File: config.mk
export PLATFORM = sky130hd
export DESIGN_NAME = imu_complementary_attitude
export DESIGN_NICKNAME = d
export VERILOG_FILES = /design/src/ica_pkg.sv /design/src/ica_cordic.sv /design/src/ica_mac.sv /design/src/imu_complementary_attitude.sv
export SDC_FILE = /design/constraint.sdc
export NUM_CORES = 2
export LEC_CHECK = 0
export ABC_AREA = 0
export ABC_CLOCK_PERIOD_IN_PS = 27100
export BUFFER_PORTS_ARGS = -buffer_cell sky130_fd_sc_hd__buf_2
export CAP_MARGIN = 20
export CORE_UTILIZATION = 42
export DETAILED_ROUTE_END_ITERATION = 10
export PLACE_DENSITY = 0.57
export SYNTH_ARGS = -nofsm -noshare
export SYNTH_HDL_FRONTEND = slang
export SYNTH_HIERARCHICAL = 1
export SYNTH_SLANG_ARGS = --single-unit
File: constraint.sdc
create_clock -name clock -period 27.1 [get_ports clock]
set_input_delay 4.065 -clock clock [delete_from_list [all_inputs] [get_ports clock]]
set_output_delay 4.065 -clock clock [all_outputs]
set_load 0.005 [all_outputs]
File: src/ica_pkg.sv
`timescale 1ns / 1ps
// ----------------------------------------------------------------------------
// ica_pkg: shared types and constants
// Arctangent table, register indexes and sequencer states for the attitude
// filter.
// ----------------------------------------------------------------------------
package ica_pkg;

   localparam int AtanLen = 24;

   typedef enum logic [1:0] {
      CSR_ALPHA_ROLL  = 2'd0,
      CSR_ALPHA_PITCH = 2'd1,
      CSR_PERIOD      = 2'd2,
      CSR_DEADBAND    = 2'd3
   } csr_index_type;

   typedef enum logic [3:0] {
      ST_IDLE,
      ST_CORDIC_INIT,
      ST_CORDIC_RUN,
      ST_CORDIC_DONE,
      ST_FUSE_PRED,
      ST_FUSE_MIX_A,
      ST_FUSE_MIX_B,
      ST_FUSE_DONE,
      ST_YAW,
      ST_OUT
   } state_type;

   // atan(2^-i) * 2^30, truncated.
   function automatic logic [31:0] atan_q30(input logic [4:0] idx);
      logic [31:0] r;
      case (idx)
         5'd0:  r = 32'h3243F6A8;
         5'd1:  r = 32'h1DAC6705;
         5'd2:  r = 32'h0FADBAFC;
         5'd3:  r = 32'h07F56EA6;
         5'd4:  r = 32'h03FEAB76;
         5'd5:  r = 32'h01FFD55B;
         5'd6:  r = 32'h00FFFAAA;
         5'd7:  r = 32'h007FFF55;
         5'd8:  r = 32'h003FFFEA;
         5'd9:  r = 32'h001FFFFD;
         5'd10: r = 32'h000FFFFF;
         5'd11: r = 32'h0007FFFF;
         5'd12: r = 32'h0003FFFF;
         5'd13: r = 32'h0001FFFF;
         5'd14: r = 32'h0000FFFF;
         5'd15: r = 32'h00007FFF;
         5'd16: r = 32'h00003FFF;
         5'd17: r = 32'h00001FFF;
         5'd18: r = 32'h00000FFF;
         5'd19: r = 32'h000007FF;
         5'd20: r = 32'h000003FF;
         5'd21: r = 32'h000001FF;
         5'd22: r = 32'h000000FF;
         5'd23: r = 32'h0000007F;
         default: r = 32'h0;
      endcase
      return r;
   endfunction

   localparam logic signed [31:0] HalfPiQ30 = 32'sd1686629713;
   localparam logic signed [15:0] PiQ13 = 16'sd25736;

endpackage

File: src/ica_cordic.sv
`timescale 1ns / 1ps
// ----------------------------------------------------------------------------
// ica_cordic: iterative vectoring CORDIC
// Computes atan2(num, den) in Q3.13 radians, one rotation per cycle.
// ----------------------------------------------------------------------------
module ica_cordic #(
   parameter int CORDIC_STEPS = 16,
   parameter int ANGLE_BITS = 16
) (
   input  logic               clock,
   input  logic               reset,
   input  logic               start,
   input  logic signed [15:0] num,
   input  logic signed [15:0] den,
   output logic               done,
   output logic signed [15:0] angle
);

   localparam int Steps = (CORDIC_STEPS < ica_pkg::AtanLen) ? CORDIC_STEPS
                                                            : ica_pkg::AtanLen;
   localparam int Tsh = 30 - ANGLE_BITS;
   localparam int ZW = ANGLE_BITS + 4;
   localparam int CW = 28;

   logic signed [CW-1:0] cx_ff, cx_in, cy_ff, cy_in;
   logic signed [ZW-1:0] z_ff, z_in;
   logic [4:0]           step_ff, step_in;
   logic                 busy_ff, busy_in, done_ff, done_in;
   logic                 zero_ff, zero_in;

   logic signed [ZW-1:0] a_step;
   logic signed [ZW-1:0] half_pi;
   logic signed [31:0]   tab;
   logic signed [CW-1:0] cx0, cy0, dx, dy;
   logic signed [ZW+1:0] zr;
   logic signed [ZW+1:0] zc;

   always_comb begin
      tab = $signed(ica_pkg::atan_q30(step_ff));
      a_step = ZW'((tab + (32'sd1 <<< (Tsh - 1))) >>> Tsh);
      half_pi = ZW'((ica_pkg::HalfPiQ30 + (32'sd1 <<< (Tsh - 1))) >>> Tsh);
      cx0 = CW'(den) <<< 8;
      cy0 = CW'(num) <<< 8;
      dx = cx_ff >>> step_ff;
      dy = cy_ff >>> step_ff;
      cx_in = cx_ff;
      cy_in = cy_ff;
      z_in = z_ff;
      step_in = step_ff;
      busy_in = busy_ff;
      done_in = 1'b0;
      zero_in = zero_ff;
      if (start) begin
         busy_in = 1'b1;
         step_in = '0;
         zero_in = (num == 16'sd0) && (den == 16'sd0);
         if (den < 0) begin
            if (num >= 0) begin
               cx_in = cy0;
               cy_in = -cx0;
               z_in = half_pi;
            end else begin
               cx_in = -cy0;
               cy_in = cx0;
               z_in = -half_pi;
            end
         end else begin
            cx_in = cx0;
            cy_in = cy0;
            z_in = '0;
         end
      end else if (busy_ff) begin
         if (cy_ff > 0) begin
            cx_in = cx_ff + dy;
            cy_in = cy_ff - dx;
            z_in = z_ff + a_step;
         end else begin
            cx_in = cx_ff - dy;
            cy_in = cy_ff + dx;
            z_in = z_ff - a_step;
         end
         step_in = step_ff + 5'd1;
         if (32'(step_ff) == Steps - 1) begin
            busy_in = 1'b0;
            done_in = 1'b1;
         end
      end
   end

   always_ff @(posedge clock) begin
      if (reset) begin
         busy_ff <= 1'b0;
         done_ff <= 1'b0;
      end else begin
         busy_ff <= busy_in;
         done_ff <= done_in;
      end
      cx_ff <= cx_in;
      cy_ff <= cy_in;
      z_ff <= z_in;
      step_ff <= step_in;
      zero_ff <= zero_in;
   end

   always_comb begin
      if (ANGLE_BITS >= 13) begin
         zr = ((ZW+2)'(z_ff) + ((ZW+2)'(1) <<< ANGLE_BITS) >>> 14) >>> 0;
         zr = (ANGLE_BITS == 13) ? (ZW+2)'(z_ff)
              : ((ZW+2)'(z_ff) + ((ZW+2)'(1) <<< (ANGLE_BITS - 14)))
                >>> (ANGLE_BITS - 13);
      end else begin
         zr = (ZW+2)'(z_ff) <<< (13 - ANGLE_BITS);
      end
      if (zr > (ZW+2)'(ica_pkg::PiQ13)) zc = (ZW+2)'(ica_pkg::PiQ13);
      else if (zr < -(ZW+2)'(ica_pkg::PiQ13)) zc = -(ZW+2)'(ica_pkg::PiQ13);
      else zc = zr;
   end

   assign done = done_ff;
   assign angle = zero_ff ? 16'sd0 : 16'(zc);

endmodule

File: src/ica_mac.sv
`timescale 1ns / 1ps
// ----------------------------------------------------------------------------
// ica_mac: shared multiply-accumulate unit
// One 32x18 signed product per enabled cycle, added to a registered accumulator.
// ----------------------------------------------------------------------------
module ica_mac (
   input  logic               clock,
   input  logic               clear,
   input  logic               enable,
   input  logic signed [31:0] op_a,
   input  logic signed [17:0] op_b,
   output logic signed [63:0] acc
);

   logic signed [63:0] acc_ff, acc_in;

   always_comb begin
      acc_in = acc_ff;
      if (clear) acc_in = '0;
      else if (enable) acc_in = acc_ff + 64'(op_a * op_b);
   end

   always_ff @(posedge clock) begin
      acc_ff <= acc_in;
   end

   assign acc = acc_ff;

endmodule

File: src/imu_complementary_attitude.sv
`timescale 1ns / 1ps
// ----------------------------------------------------------------------------
// imu_complementary_attitude: roll/pitch/yaw complementary filter
// Fuses gyro rates with accelerometer tilt angles from one sample per beat.
// ----------------------------------------------------------------------------
// Channel   Direction  Beat contents
// req_      in         three gyro rates (Q4.12), three accel axes (counts)
// rsp_      out        roll, pitch (Q3.13 rad), yaw (Q8.23 rad)
// csr_      in         register index and write data
//
// A sample passes, first for roll and then for pitch, through a CORDIC pass
// on the single iterative rotator and a fusion (prediction, two mix steps,
// store), then through a yaw update and the output register. The first
// sample after reset skips fusion and yaw and loads the CORDIC angles.
// req_ready is high only while idle and no result is stalled, so a new
// sample is taken only once the last one is through; a result waits in the
// output register until taken, and the next sample can be accepted in that
// cycle.
// Reset is synchronous and restores the register defaults and the state.
// ----------------------------------------------------------------------------
module imu_complementary_attitude #(
   parameter int CORDIC_STEPS = 16,
   parameter int ANGLE_BITS = 16
) (
   input  logic               clock,
   input  logic               reset,
   input  logic               req_valid,
   output logic               req_ready,
   input  logic signed [15:0] req_gyro_roll_rate,
   input  logic signed [15:0] req_gyro_pitch_rate,
   input  logic signed [15:0] req_gyro_yaw_rate,
   input  logic signed [15:0] req_accel_x,
   input  logic signed [15:0] req_accel_y,
   input  logic signed [15:0] req_accel_z,
   output logic               rsp_valid,
   input  logic               rsp_ready,
   output logic signed [15:0] rsp_roll_angle_out,
   output logic signed [15:0] rsp_pitch_angle_out,
   output logic signed [31:0] rsp_yaw_angle_out,
   input  logic               csr_valid,
   output logic               csr_ready,
   input  logic [1:0]         csr_index,
   input  logic [31:0]        csr_data
);

   ica_pkg::state_type state_ff, state_in;

   logic [15:0] alpha_roll_ff, alpha_pitch_ff, period_ff;
   logic [19:0] deadband_ff;
   logic signed [15:0] roll_ff, pitch_ff;
   logic signed [31:0] yaw_ff;
   logic               first_ff;
   logic               axis_ff; // 0 = roll pass, 1 = pitch pass

   // Latched sample.
   logic signed [15:0] gx_ff, gy_ff, gz_ff, ax_ff, ay_ff, az_ff;
   logic signed [15:0] acc_cur_ff;

   // Output register.
   logic               out_valid_ff;
   logic signed [15:0] out_roll_ff, out_pitch_ff;
   logic signed [31:0] out_yaw_ff;

   logic               cordic_start, cordic_done;
   logic signed [15:0] cordic_angle;
   logic               mac_clear, mac_en;
   logic signed [31:0] mac_a;
   logic signed [17:0] mac_b;
   logic signed [63:0] mac_acc;
   logic signed [63:0] pred_ff;

   logic               accept;
   logic [15:0]        alpha_cur;
   logic signed [15:0] est_cur;
   logic signed [15:0] rate_cur;
   logic signed [17:0] alpha_s;
   logic signed [17:0] beta_s;
   logic signed [3:0]  pred_hi;
   logic signed [21:0] hi_prod;
   logic signed [33:0] acc_prod;
   logic signed [63:0] mix_r;
   logic signed [15:0] fused;
   logic signed [31:0] inc;
   logic signed [31:0] mag;
   logic signed [33:0] yaw_diff;
   logic signed [31:0] yaw_sat;

   assign accept = req_valid && req_ready;
   assign req_ready = (state_ff == ica_pkg::ST_IDLE) && !(out_valid_ff && !rsp_ready);
   assign csr_ready = 1'b1;

   assign alpha_cur = axis_ff ? alpha_pitch_ff : alpha_roll_ff;
   assign est_cur = axis_ff ? pitch_ff : roll_ff;
   assign rate_cur = axis_ff ? gy_ff : gx_ff;

   ica_cordic #(.CORDIC_STEPS(CORDIC_STEPS), .ANGLE_BITS(ANGLE_BITS)) u_cordic (
      .clock(clock), .reset(reset), .start(cordic_start),
      .num(axis_ff ? ax_ff : ay_ff), .den(az_ff),
      .done(cordic_done), .angle(cordic_angle)
   );

   ica_mac u_mac (
      .clock(clock), .clear(mac_clear), .enable(mac_en),
      .op_a(mac_a), .op_b(mac_b), .acc(mac_acc)
   );

   // Next state.
   always_comb begin
      state_in = state_ff;
      case (state_ff)
         ica_pkg::ST_IDLE:        if (accept) state_in = ica_pkg::ST_CORDIC_INIT;
         ica_pkg::ST_CORDIC_INIT: state_in = ica_pkg::ST_CORDIC_RUN;
         ica_pkg::ST_CORDIC_RUN:  if (cordic_done) state_in = ica_pkg::ST_CORDIC_DONE;
         ica_pkg::ST_CORDIC_DONE: state_in = first_ff ? (axis_ff ? ica_pkg::ST_OUT
                                                                 : ica_pkg::ST_CORDIC_INIT)
                                                      : ica_pkg::ST_FUSE_PRED;
         ica_pkg::ST_FUSE_PRED:   state_in = ica_pkg::ST_FUSE_MIX_A;
         ica_pkg::ST_FUSE_MIX_A:  state_in = ica_pkg::ST_FUSE_MIX_B;
         ica_pkg::ST_FUSE_MIX_B:  state_in = ica_pkg::ST_FUSE_DONE;
         ica_pkg::ST_FUSE_DONE:   state_in = axis_ff ? ica_pkg::ST_YAW
                                                     : ica_pkg::ST_CORDIC_INIT;
         ica_pkg::ST_YAW:         state_in = ica_pkg::ST_OUT;
         ica_pkg::ST_OUT:         state_in = ica_pkg::ST_IDLE;
         default:                 state_in = ica_pkg::ST_IDLE;
      endcase
   end

   // Unit controls. The prediction est*2^15 + rate*dt is built in the MAC.
   // For the mix pred*alpha, the low 31 bits of pred go through the MAC as a
   // non-negative operand; the four bits above them are handled beside it.
   always_comb begin
      cordic_start = (state_ff == ica_pkg::ST_CORDIC_INIT);
      mac_clear = 1'b0;
      mac_en = 1'b0;
      mac_a = '0;
      mac_b = '0;
      case (state_ff)
         ica_pkg::ST_CORDIC_DONE: begin
            mac_clear = 1'b1;
         end
         ica_pkg::ST_FUSE_PRED: begin
            mac_en = 1'b1;
            mac_a = 32'(rate_cur);
            mac_b = 18'(period_ff);
         end
         ica_pkg::ST_FUSE_MIX_A: begin
            mac_clear = 1'b1;
         end
         ica_pkg::ST_FUSE_MIX_B: begin
            mac_en = 1'b1;
            mac_a = $signed({1'b0, pred_ff[30:0]});
            mac_b = 18'(alpha_cur);
         end
         default: ;
      endcase
   end

   // The mix result: low product from the MAC, the top bits of pred times
   // alpha, and the accel angle weighted by 65536 - alpha.
   always_comb begin
      alpha_s = $signed({2'b00, alpha_cur});
      beta_s = 18'sd65536 - alpha_s;
      pred_hi = 4'(pred_ff >>> 31);
      hi_prod = 22'(pred_hi) * 22'(alpha_s);
      acc_prod = 34'(acc_cur_ff) * 34'(beta_s);
      mix_r = mac_acc
            + (64'(hi_prod) <<< 31)
            + (64'(acc_prod) <<< 15)
            + 64'sd1073741824;
      mix_r = mix_r >>> 31;
      if (mix_r > 64'(ica_pkg::PiQ13)) fused = ica_pkg::PiQ13;
      else if (mix_r < -64'(ica_pkg::PiQ13)) fused = -ica_pkg::PiQ13;
      else fused = 16'(mix_r);
      inc = 32'((34'(gz_ff) * $signed({18'd0, period_ff}) + 34'sd16) >>> 5);
      mag = (inc < 0) ? -inc : inc;
      yaw_diff = 34'(yaw_ff) - 34'(inc);
      if (yaw_diff > 34'sd2147483647) yaw_sat = 32'sh7FFFFFFF;
      else if (yaw_diff < -34'sd2147483648) yaw_sat = 32'sh80000000;
      else yaw_sat = 32'(yaw_diff);
   end

   always_ff @(posedge clock) begin
      if (reset) begin
         state_ff <= ica_pkg::ST_IDLE;
         alpha_roll_ff <= 16'd62259;
         alpha_pitch_ff <= 16'd62259;
         period_ff <= 16'd1311;
         deadband_ff <= 20'd839;
         roll_ff <= '0;
         pitch_ff <= '0;
         yaw_ff <= '0;
         first_ff <= 1'b1;
         axis_ff <= 1'b0;
         out_valid_ff <= 1'b0;
      end else begin
         state_ff <= state_in;
         if (csr_valid && csr_ready) begin
            case (ica_pkg::csr_index_type'(csr_index))
               ica_pkg::CSR_ALPHA_ROLL:  alpha_roll_ff <= csr_data[15:0];
               ica_pkg::CSR_ALPHA_PITCH: alpha_pitch_ff <= csr_data[15:0];
               ica_pkg::CSR_PERIOD:      period_ff <= csr_data[15:0];
               ica_pkg::CSR_DEADBAND:    deadband_ff <= csr_data[19:0];
               default: ;
            endcase
         end
         if (rsp_valid && rsp_ready) out_valid_ff <= 1'b0;
         case (state_ff)
            ica_pkg::ST_IDLE: axis_ff <= 1'b0;
            ica_pkg::ST_CORDIC_DONE: begin
               if (first_ff) begin
                  if (axis_ff) pitch_ff <= cordic_angle;
                  else roll_ff <= cordic_angle;
                  axis_ff <= 1'b1;
               end
            end
            ica_pkg::ST_FUSE_DONE: begin
               if (axis_ff) pitch_ff <= fused;
               else roll_ff <= fused;
               axis_ff <= 1'b1;
            end
            ica_pkg::ST_YAW: begin
               if (mag > $signed({12'd0, deadband_ff})) yaw_ff <= yaw_sat;
            end
            ica_pkg::ST_OUT: begin
               first_ff <= 1'b0;
               out_valid_ff <= 1'b1;
            end
            default: ;
         endcase
      end
      if (accept) begin
         gx_ff <= req_gyro_roll_rate;
         gy_ff <= req_gyro_pitch_rate;
         gz_ff <= req_gyro_yaw_rate;
         ax_ff <= req_accel_x;
         ay_ff <= req_accel_y;
         az_ff <= req_accel_z;
      end
      if (state_ff == ica_pkg::ST_CORDIC_DONE) begin
         acc_cur_ff <= cordic_angle;
         pred_ff <= 64'(est_cur) <<< 15;
      end
      if (state_ff == ica_pkg::ST_FUSE_MIX_A) pred_ff <= pred_ff + mac_acc;
      if (state_ff == ica_pkg::ST_OUT) begin
         out_roll_ff <= roll_ff;
         out_pitch_ff <= pitch_ff;
         out_yaw_ff <= yaw_ff;
      end
   end

   assign rsp_valid = out_valid_ff;
   assign rsp_roll_angle_out = out_roll_ff;
   assign rsp_pitch_angle_out = out_pitch_ff;
   assign rsp_yaw_angle_out = out_yaw_ff;

endmodule

# Yosys cells after proc, flatten, opt, wreduce, memory -nomap -nowiden

Memories as Yosys holds them, arrays and structs flattened. A register that Yosys moved wholly into a read port is not among the register bits.
Cells that the tools add are included.

Register bits: 527
Latch bits: 0
RAM bits: 0
ROM bits: 960
Bits of input ports: 135
Output and inout bits: 67
Word-level logic and storage cells: 174
Memories kept: 1

Add/sub/neg operators: 20
$mul: 4
Divide/modulo/power cells: 0
Order comparisons: 11
Equal/unequal tests: 20
Shift operators: 2
Multiplexer cells: 57
Bitwise logic cells: 1
Reduce and logical (&&, ||, !) cells: 28

Memory list:

| name             | words | bits a word | rd ports | clocked after Yosys merged registers in | write ports | line          | RTL |
|---|---|---|---|---|---|---|---|
| (name not given) | 32    | 30          | 1        | 1                                       | 0           | ica_pkg.sv:34 | `case (idx)` |

Operators by type and width:

| operator                                                                           | count |
|---|---|
| 28-bit 2-to-1 mux                                                                  | 10 |
| 16-bit 2-to-1 mux                                                                  | 15 |
| 64-bit adder                                                                       | 2 |
| 64-bit 2-to-1 mux                                                                  | 2 |
| 20-bit 2-to-1 mux                                                                  | 5 |
| 32-bit 2-to-1 mux                                                                  | 3 |
| 16-bit one-hot mux with 2 select lines                                             | 3 |
| 64-bit by 32-bit adder with 64-bit output (second input constant)                  | 1 |
| 64-bit by 49-bit adder with 64-bit output                                          | 1 |
| 64-bit by 52-bit adder with 64-bit output                                          | 1 |
| 32-bit one-hot mux with 2 select lines                                             | 1 |
| 28-bit adder                                                                       | 2 |
| 24-bit negation with 28-bit output                                                 | 2 |
| 28-bit by 5-bit >>> shifter with 28-bit output                                     | 2 |
| 28-bit subtractor                                                                  | 2 |
| 32-bit by 17-bit multiplier with 49-bit output                                     | 1 |
| 4-bit one-hot mux with 9 select lines                                              | 1 |
| 33-bit by 6-bit adder with 34-bit output (second input constant)                   | 1 |
| 16-bit by 18-bit multiplier with 34-bit output                                     | 1 |
| 33-bit by 16-bit greater-than comparator with 1-bit output (second input constant) | 1 |
| 33-bit by 32-bit greater-than comparator with 1-bit output (second input constant) | 1 |
| 33-bit by 16-bit < comparator with 1-bit output (second input constant)            | 1 |
| 33-bit by 32-bit < comparator with 1-bit output (second input constant)            | 1 |
| 16-bit by 17-bit multiplier with 33-bit output                                     | 1 |
| 41 further kinds                                                                   | 82 |

# Depth between registers and ports, before layout

Depth after elaboration: 10
Depth in mapped cells: 54
Mapped depth without buffers: 50

# Modules after synthesis

Netlist, hierarchy kept.

By module, submodules not included:

| module                     | instances | cells an instance | area each (um^2) | seq. area each (um^2) |
|---|---|---|---|---|
| imu_complementary_attitude | 1         | 4651              | 41798.8          | 9118.7 |
| ica_mac                    | 1         | 2836              | 26062.5          | 1281.2 |
| ica_cordic                 | 1         | 1754              | 14611.5          | 2792.7 |

# Worst setup path before layout

No wires, ideal clock.

Kind: flip-flop to flip-flop
Start: register axis_ff
End: register roll_ff[11]
Setup time: 0.095 ns
Arrival: 12.946 ns
Required time: 27.005 ns
Slack: 14.059 ns
Cell stages (with the launch flop): 49
Path buffers: 5
Period minus slack after synthesis: 13.041 ns
Path through: dfxtp_1 > buf_1 > buf_1 > mux2i_1 > ha_1 > nand3_1 > nor2_1 > xnor2_1 > clkbuf_1 > nand2_1 > fa_1 > fa_1 > inv_1 > fa_1 > inv_1 > fa_1 > inv_1 > fa_1 > [... 13 more ...] > inv_1 > ha_1 > clkbuf_1 > a21o_1 > a21o_1 > a21oi_1 > o21ai_0 > a21oi_1 > nand2_1 > a311o_1 > a31oi_1 > xnor2_1 > nor4_1 > or4b_1 > a21boi_1 > and2_1 > buf_2 > a221oi_1

Longest elaborated chain between the ends: 10
Elaborated cells between the ends (all ways): 16
Those cells by class: add/sub: 4; mul: 2; order compare: 2; eq/ne: 2; mux: 5; reduce/logical: 1

RTL lines:

| item                                                                                                                   | line                                                                 | RTL |
|---|---|---|
| start: declaration                                                                                                     | imu_complementary_attitude.sv:53                                     | `logic axis_ff;` |
| start signal: assignment                                                                                               | imu_complementary_attitude.sv:193                                    | `axis_ff <= 1'b0;` |
| start signal: assignment                                                                                               | imu_complementary_attitude.sv:208                                    | `ica_pkg::ST_IDLE: axis_ff <= 1'b0;` |
| start signal: assignment                                                                                               | imu_complementary_attitude.sv:213                                    | `axis_ff <= 1'b1;` |
| 16-bit 2-to-1 mux                                                                                                      | imu_complementary_attitude.sv:92                                     | `assign alpha_cur = axis_ff ? alpha_pitch_ff : alpha_roll_ff;` |
| 4-bit by 17-bit multiplier with 21-bit output / 17-bit by 16-bit subtractor with 18-bit output (equally long branches) | imu_complementary_attitude.sv:164, imu_complementary_attitude.sv:162 |  |
| 64-bit by 52-bit adder with 64-bit output / 16-bit by 18-bit multiplier with 34-bit output (equally long branches)     | imu_complementary_attitude.sv:167, imu_complementary_attitude.sv:165 |  |
| 64-bit by 49-bit adder with 64-bit output                                                                              | imu_complementary_attitude.sv:168                                    | `+ (64'(acc_prod) <<< 15)` |
| 64-bit by 32-bit adder with 64-bit output                                                                              | imu_complementary_attitude.sv:169                                    | `+ 64'sd1073741824;` |
| 33-bit by 16-bit < comparator with 1-bit output                                                                        | imu_complementary_attitude.sv:172                                    | `else if (mix_r < -64'(ica_pkg::PiQ13)) fused = -ica_pkg::PiQ13;` |
| 16-bit 2-to-1 mux                                                                                                      | imu_complementary_attitude.sv:172                                    |  |
| 16-bit 2-to-1 mux                                                                                                      | imu_complementary_attitude.sv:171                                    | `if (mix_r > 64'(ica_pkg::PiQ13)) fused = ica_pkg::PiQ13;` |
| 16-bit 2-to-1 mux                                                                                                      | imu_complementary_attitude.sv:217                                    | `if (axis_ff) pitch_ff <= fused;` |
| 16-bit one-hot mux with 2 select lines                                                                                 | imu_complementary_attitude.sv:207                                    | `case (state_ff)` |
| end signal: assignment                                                                                                 | imu_complementary_attitude.sv:212                                    | `else roll_ff <= cordic_angle;` |
| end signal: assignment                                                                                                 | imu_complementary_attitude.sv:218                                    | `else roll_ff <= fused;` |
| end: declaration                                                                                                       | imu_complementary_attitude.sv:50                                     | `logic signed [15:0] roll_ff, pitch_ff;` |

Parallel ways exist; a longest one is shown, timed or not. The select of a mux whose other input is x is not followed.
A chain may end at the register's enable or synchronous reset.

# Worst setup path after layout

Start: register axis_ff
End: register pitch_ff[12]

Longest elaborated chain between the ends: 10
Elaborated cells between the ends (all ways): 16
Those cells by class: add/sub: 4; mul: 2; order compare: 2; eq/ne: 2; mux: 5; reduce/logical: 1

RTL lines:

| item                                                                                                                   | line                                                                 | RTL |
|---|---|---|
| 16-bit 2-to-1 mux                                                                                                      | imu_complementary_attitude.sv:92                                     |  |
| 4-bit by 17-bit multiplier with 21-bit output / 17-bit by 16-bit subtractor with 18-bit output (equally long branches) | imu_complementary_attitude.sv:164, imu_complementary_attitude.sv:162 |  |
| 64-bit by 52-bit adder with 64-bit output / 16-bit by 18-bit multiplier with 34-bit output (equally long branches)     | imu_complementary_attitude.sv:167, imu_complementary_attitude.sv:165 |  |
| 64-bit by 49-bit adder with 64-bit output                                                                              | imu_complementary_attitude.sv:168                                    |  |
| 64-bit by 32-bit adder with 64-bit output                                                                              | imu_complementary_attitude.sv:169                                    |  |
| 33-bit by 16-bit < comparator with 1-bit output                                                                        | imu_complementary_attitude.sv:172                                    |  |
| 16-bit 2-to-1 mux                                                                                                      | imu_complementary_attitude.sv:172                                    |  |
| 16-bit 2-to-1 mux                                                                                                      | imu_complementary_attitude.sv:171                                    |  |
| 16-bit 2-to-1 mux                                                                                                      | imu_complementary_attitude.sv:217                                    |  |
| 16-bit one-hot mux with 2 select lines                                                                                 | imu_complementary_attitude.sv:207                                    |  |
| end signal: assignment                                                                                                 | imu_complementary_attitude.sv:211                                    | `if (axis_ff) pitch_ff <= cordic_angle;` |
| end signal: assignment                                                                                                 | imu_complementary_attitude.sv:217                                    |  |
| end: declaration                                                                                                       | imu_complementary_attitude.sv:50                                     |  |

Parallel ways exist; a longest one is shown, timed or not. The select of a mux whose other input is x is not followed.

==> impl_metrics.yaml <==
worst_setup_path:
  cp.required_ns: 27.69
  worstReg2RegStart: "axis_ff"
  critPathArrivalTime_ns: 14.59
  critical_path.startpoint: "axis_ff"
  critical_path.endpoint_type: "register"
  worst-path-stages: 46
  r2r_cells: 46
  worst-setup-path-type: "reg -> reg"
  critical-path-top-cell-by-count: "sky130_fd_sc_hd__fa_1"
  worstReg2RegEnd: "pitch_ff[12]"
  worstSetupStartpointType: "register"
  slowest_delay_ns: 0.70
  regToRegSetupSlack_ns: 13.10
  timing.critical_path.buf_inv: 6
  cpLargestDelayFamily: "adder cells"
  crit_fanout: 24
  crit_path_end: "pitch_ff[12]"
  critPathSlowestCell: "sky130_fd_sc_hd__dfxtp_4"
routing:
  drt_pass1_iterations: 8
  dr_total_vias: 65490
  drt_first_iter_violations: 4621
  drt.antenna.violating_nets: 0
  totalWireLength_um: 248300
  routed_via_density: 5.515
  drt-wirelength-per-cell_um: 20.92
  drc: 0
logic_synthesis:
  syn_area_per_cell_um2: 8.925
  synth.yosys.seq_area_share: 0.1600
  ys_ff_latch: 515
  synth.cell_area_um2: 82470
  synth-warning-count: 6
  synth_largest_type_area_fraction: 0.2743
  syn_inst: 9241
  synth.top_cells.by_count: "1433 x sky130_fd_sc_hd__inv_1, 1130 x sky130_fd_sc_hd__fa_1, 1121 x sky130_fd_sc_hd__nand2_1, 693 x sky130_fd_sc_hd__ha_1, 513 x sky130_fd_sc_hd__and2_1"
  synth-xor-area-share: 0.04230
  synthMostInstantiatedCell: "sky130_fd_sc_hd__inv_1"
  yosys.cell_types.count: 128
  synthSimpleGateAreaFrac: 0.1642
  synth_top_family_by_area: "adder cells"
  fraction_of_registers_with_async_set_reset: 0
  yosys-mux-area-fraction: 0.04551
  synthDominantAreaCellType: "sky130_fd_sc_hd__fa_1"
  synth_compound_area_frac: 0.1210
  synth_adder_area_share: 0.3804
  netlist_top_cells_area: "sky130_fd_sc_hd__fa_1 27%, sky130_fd_sc_hd__ha_1 11%, sky130_fd_sc_hd__edfxtp_1 10%"
  synth_flop_cell: "sky130_fd_sc_hd__edfxtp_1"
  synth_edf_count: 288
floorplanning:
  fp.dieArea_um2: 198100
  row_count: 162
  initial_core_util: 0.4230
  placeableCoreArea_um2: 195000
  vert_die_dim_um: 445.1
  chipWidth_um: 445.1
  design.portCount: 202
sta:
  fin_crit_ns: 14.00
  timing.clock.skew_ns: 0.03029
  post_route_worst_setup_slack_ns: 13.10
  grt_setup_unrepaired: "no"
  slew_headroom: 0.2653
  timing.setup.tns_ns: 0
  worst_pin_slew_ns: 1.102
  max_freq_mhz: 71.44
  final-setup-viol-count: 0
  final_max_slew_viol_count: 0
  hold_viol_final: 0
  final_worst_path_cycle_share: 0.5165
global_routing:
  grt_pass1_wl_um: 391200
  track_usage: 0.2535
  global_route.usage.met2: 0.4205
  number_of_antenna_violations_at_the_first_check_in_global_routing: 5
  busiest_layer: "met2"
  met1_layer_usage_reported_by_global_route: 0.3349
  grt-ovfl-total: 0
  grt_pass1_vias: 66910
  grt_max_degree: 86
  globalRouteMet3Util: 0.02818
outcome:
  status: "completed"
place:
  dpl_cell_area_um2: 86010
  pre_cts_slack_ns: 13.27
  dpl.hpwl_um: 194100
  io_buffers: 188
  globalplace.congestion: 0.9318
cts:
  cts.hold.buffers_added: 0
  path_clk_slew_ns: 0.06
  cts_repair_resize_count: 0
  cts_setup_buffers: 0
  clock_insertion_delay_worst_skew_ns: 0.69
  cts_htree_levels: 3
  tritoncts: "done"
  numClockSinks: 515
  cts_inserted_buffers: 67
  clock_tree.root_cell: "sky130_fd_sc_hd__clkbuf_16"
  cts_buffer_depth: 3
final_layout:
  fin_area_um2: 88370
  final_net_count: 11150
  fraction_of_final_layout_cells_with_drive_strength_greater_than_1: 0.07148
  area.growth.synth_to_final_pct: 7.149
run:
  maxCapViolations: 0
hold_path:
  hold_path.class: "reg -> reg"
==> worst register-to-register path, delay by kind of cell (launching register included) <==
kind | cells | cell delay (ns)
AND/OR/NAND/NOR | 9 | 2.68
AO/OA/AOI/OAI | 18 | 4.08
buffers and inverters | 6 | 0.94
multiplexers | 1 | 0.34
XOR/XNOR | 2 | 0.62
adder cells (fa/ha/maj) | 10 | 4.54
flip-flops | 1 | 0.70
==> worst min-delay path by stage <==
stage                       start                     end  slack [ns]  depth (start not counted)
6_report          deadband_ff[12]         deadband_ff[12]        0.46                          2
5_1_grt           deadband_ff[12]         deadband_ff[12]        0.48                          2
3_5_place_dp            yaw_ff[0]    rsp_yaw_angle_out[0]        0.44                          0
2_1_floorplan         roll_ff[11]  rsp_roll_angle_out[11]        0.42                          0
4_1_cts           deadband_ff[15]         deadband_ff[15]        0.46                          2
3_3_place_gp   alpha_pitch_ff[11]      alpha_pitch_ff[11]        0.44                          2
==> cell families (layout without fill, tap and decap cells) <==
| kind of cell | Yosys count | after routing |
|---|---|---|
| compound gates | 1547 | 1547 |
| fa+ha+maj | 1831 | 1831 |
| flops | 515 | 515 |
| other cells | 2 | 10 |
| simple gates | 2797 | 2797 |
| xor+xnor | 395 | 395 |
| buf+inv | 1864 | 1864 |
| mux | 290 | 290 |
==> placed cells by master, fill, tap and decap left out, drive strengths merged, types with 85 or more instances in the layout <==
| cell | n |
|---|---|
| inv | 1439 |
| fa | 1130 |
| nand2 | 1121 |
| ha | 693 |
| and2 | 515 |
| nor2 | 446 |
| a21oi | 425 |
| o21ai | 383 |
| buf | 301 |
| edfxtp | 288 |
| xnor2 | 232 |
| dfxtp | 227 |
| mux2i | 169 |
| xor2 | 161 |
| a21o | 147 |
| nand3 | 132 |
| nor3 | 112 |
| nor2b | 89 |
| clkbuf | 85 |
==> area by class of cell <==
class                           instances  area (µm²)
Tap cell                             2624        3283
Fill cell                           19150      106600
Clock buffer                           85        1911
Inverter                             1439        5405
Clock inverter                         39       415.4
Antenna cell                            2       5.005
Timing Repair Buffer                  301        1804
Multi-Input combinational cell       6868       62340
Sequential cell                       515       13200
==> metrics by stage <==
step	instances	hold WS, ns	utilization
2_1_floorplan	9247	0.4242	-
3_3_place_gp	11740	0.4413	0.4410
3_5_place_dp	11750	0.4411	0.4411
4_1_cts	11870	0.4619	0.4530
5_1_grt	11870	0.4798	0.4532
6_report	11870	0.4584	0.4532
==> layer usage <==
metal	wire length, µm	part of all wire
met2	117900	0.47
met4	11180	0.045
met5	0	0
met1	105900	0.43
met3	13310	0.054
==> sequential cells by signal, indices dropped and copies added, names as in the netlist, 17 cells and up <==
register           flops
pred_ff               35
deadband_ff           20
u_cordic/cy_ff        28
yaw_ff                32
u_cordic/tab          17
u_mac/acc             64
u_cordic/cx_ff        28
u_cordic/z_ff         20
rsp_yaw_angle_out     32
Power is not shown: default switching activity piles up to over one toggle a cycle in this logic, so the estimate is an artifact.
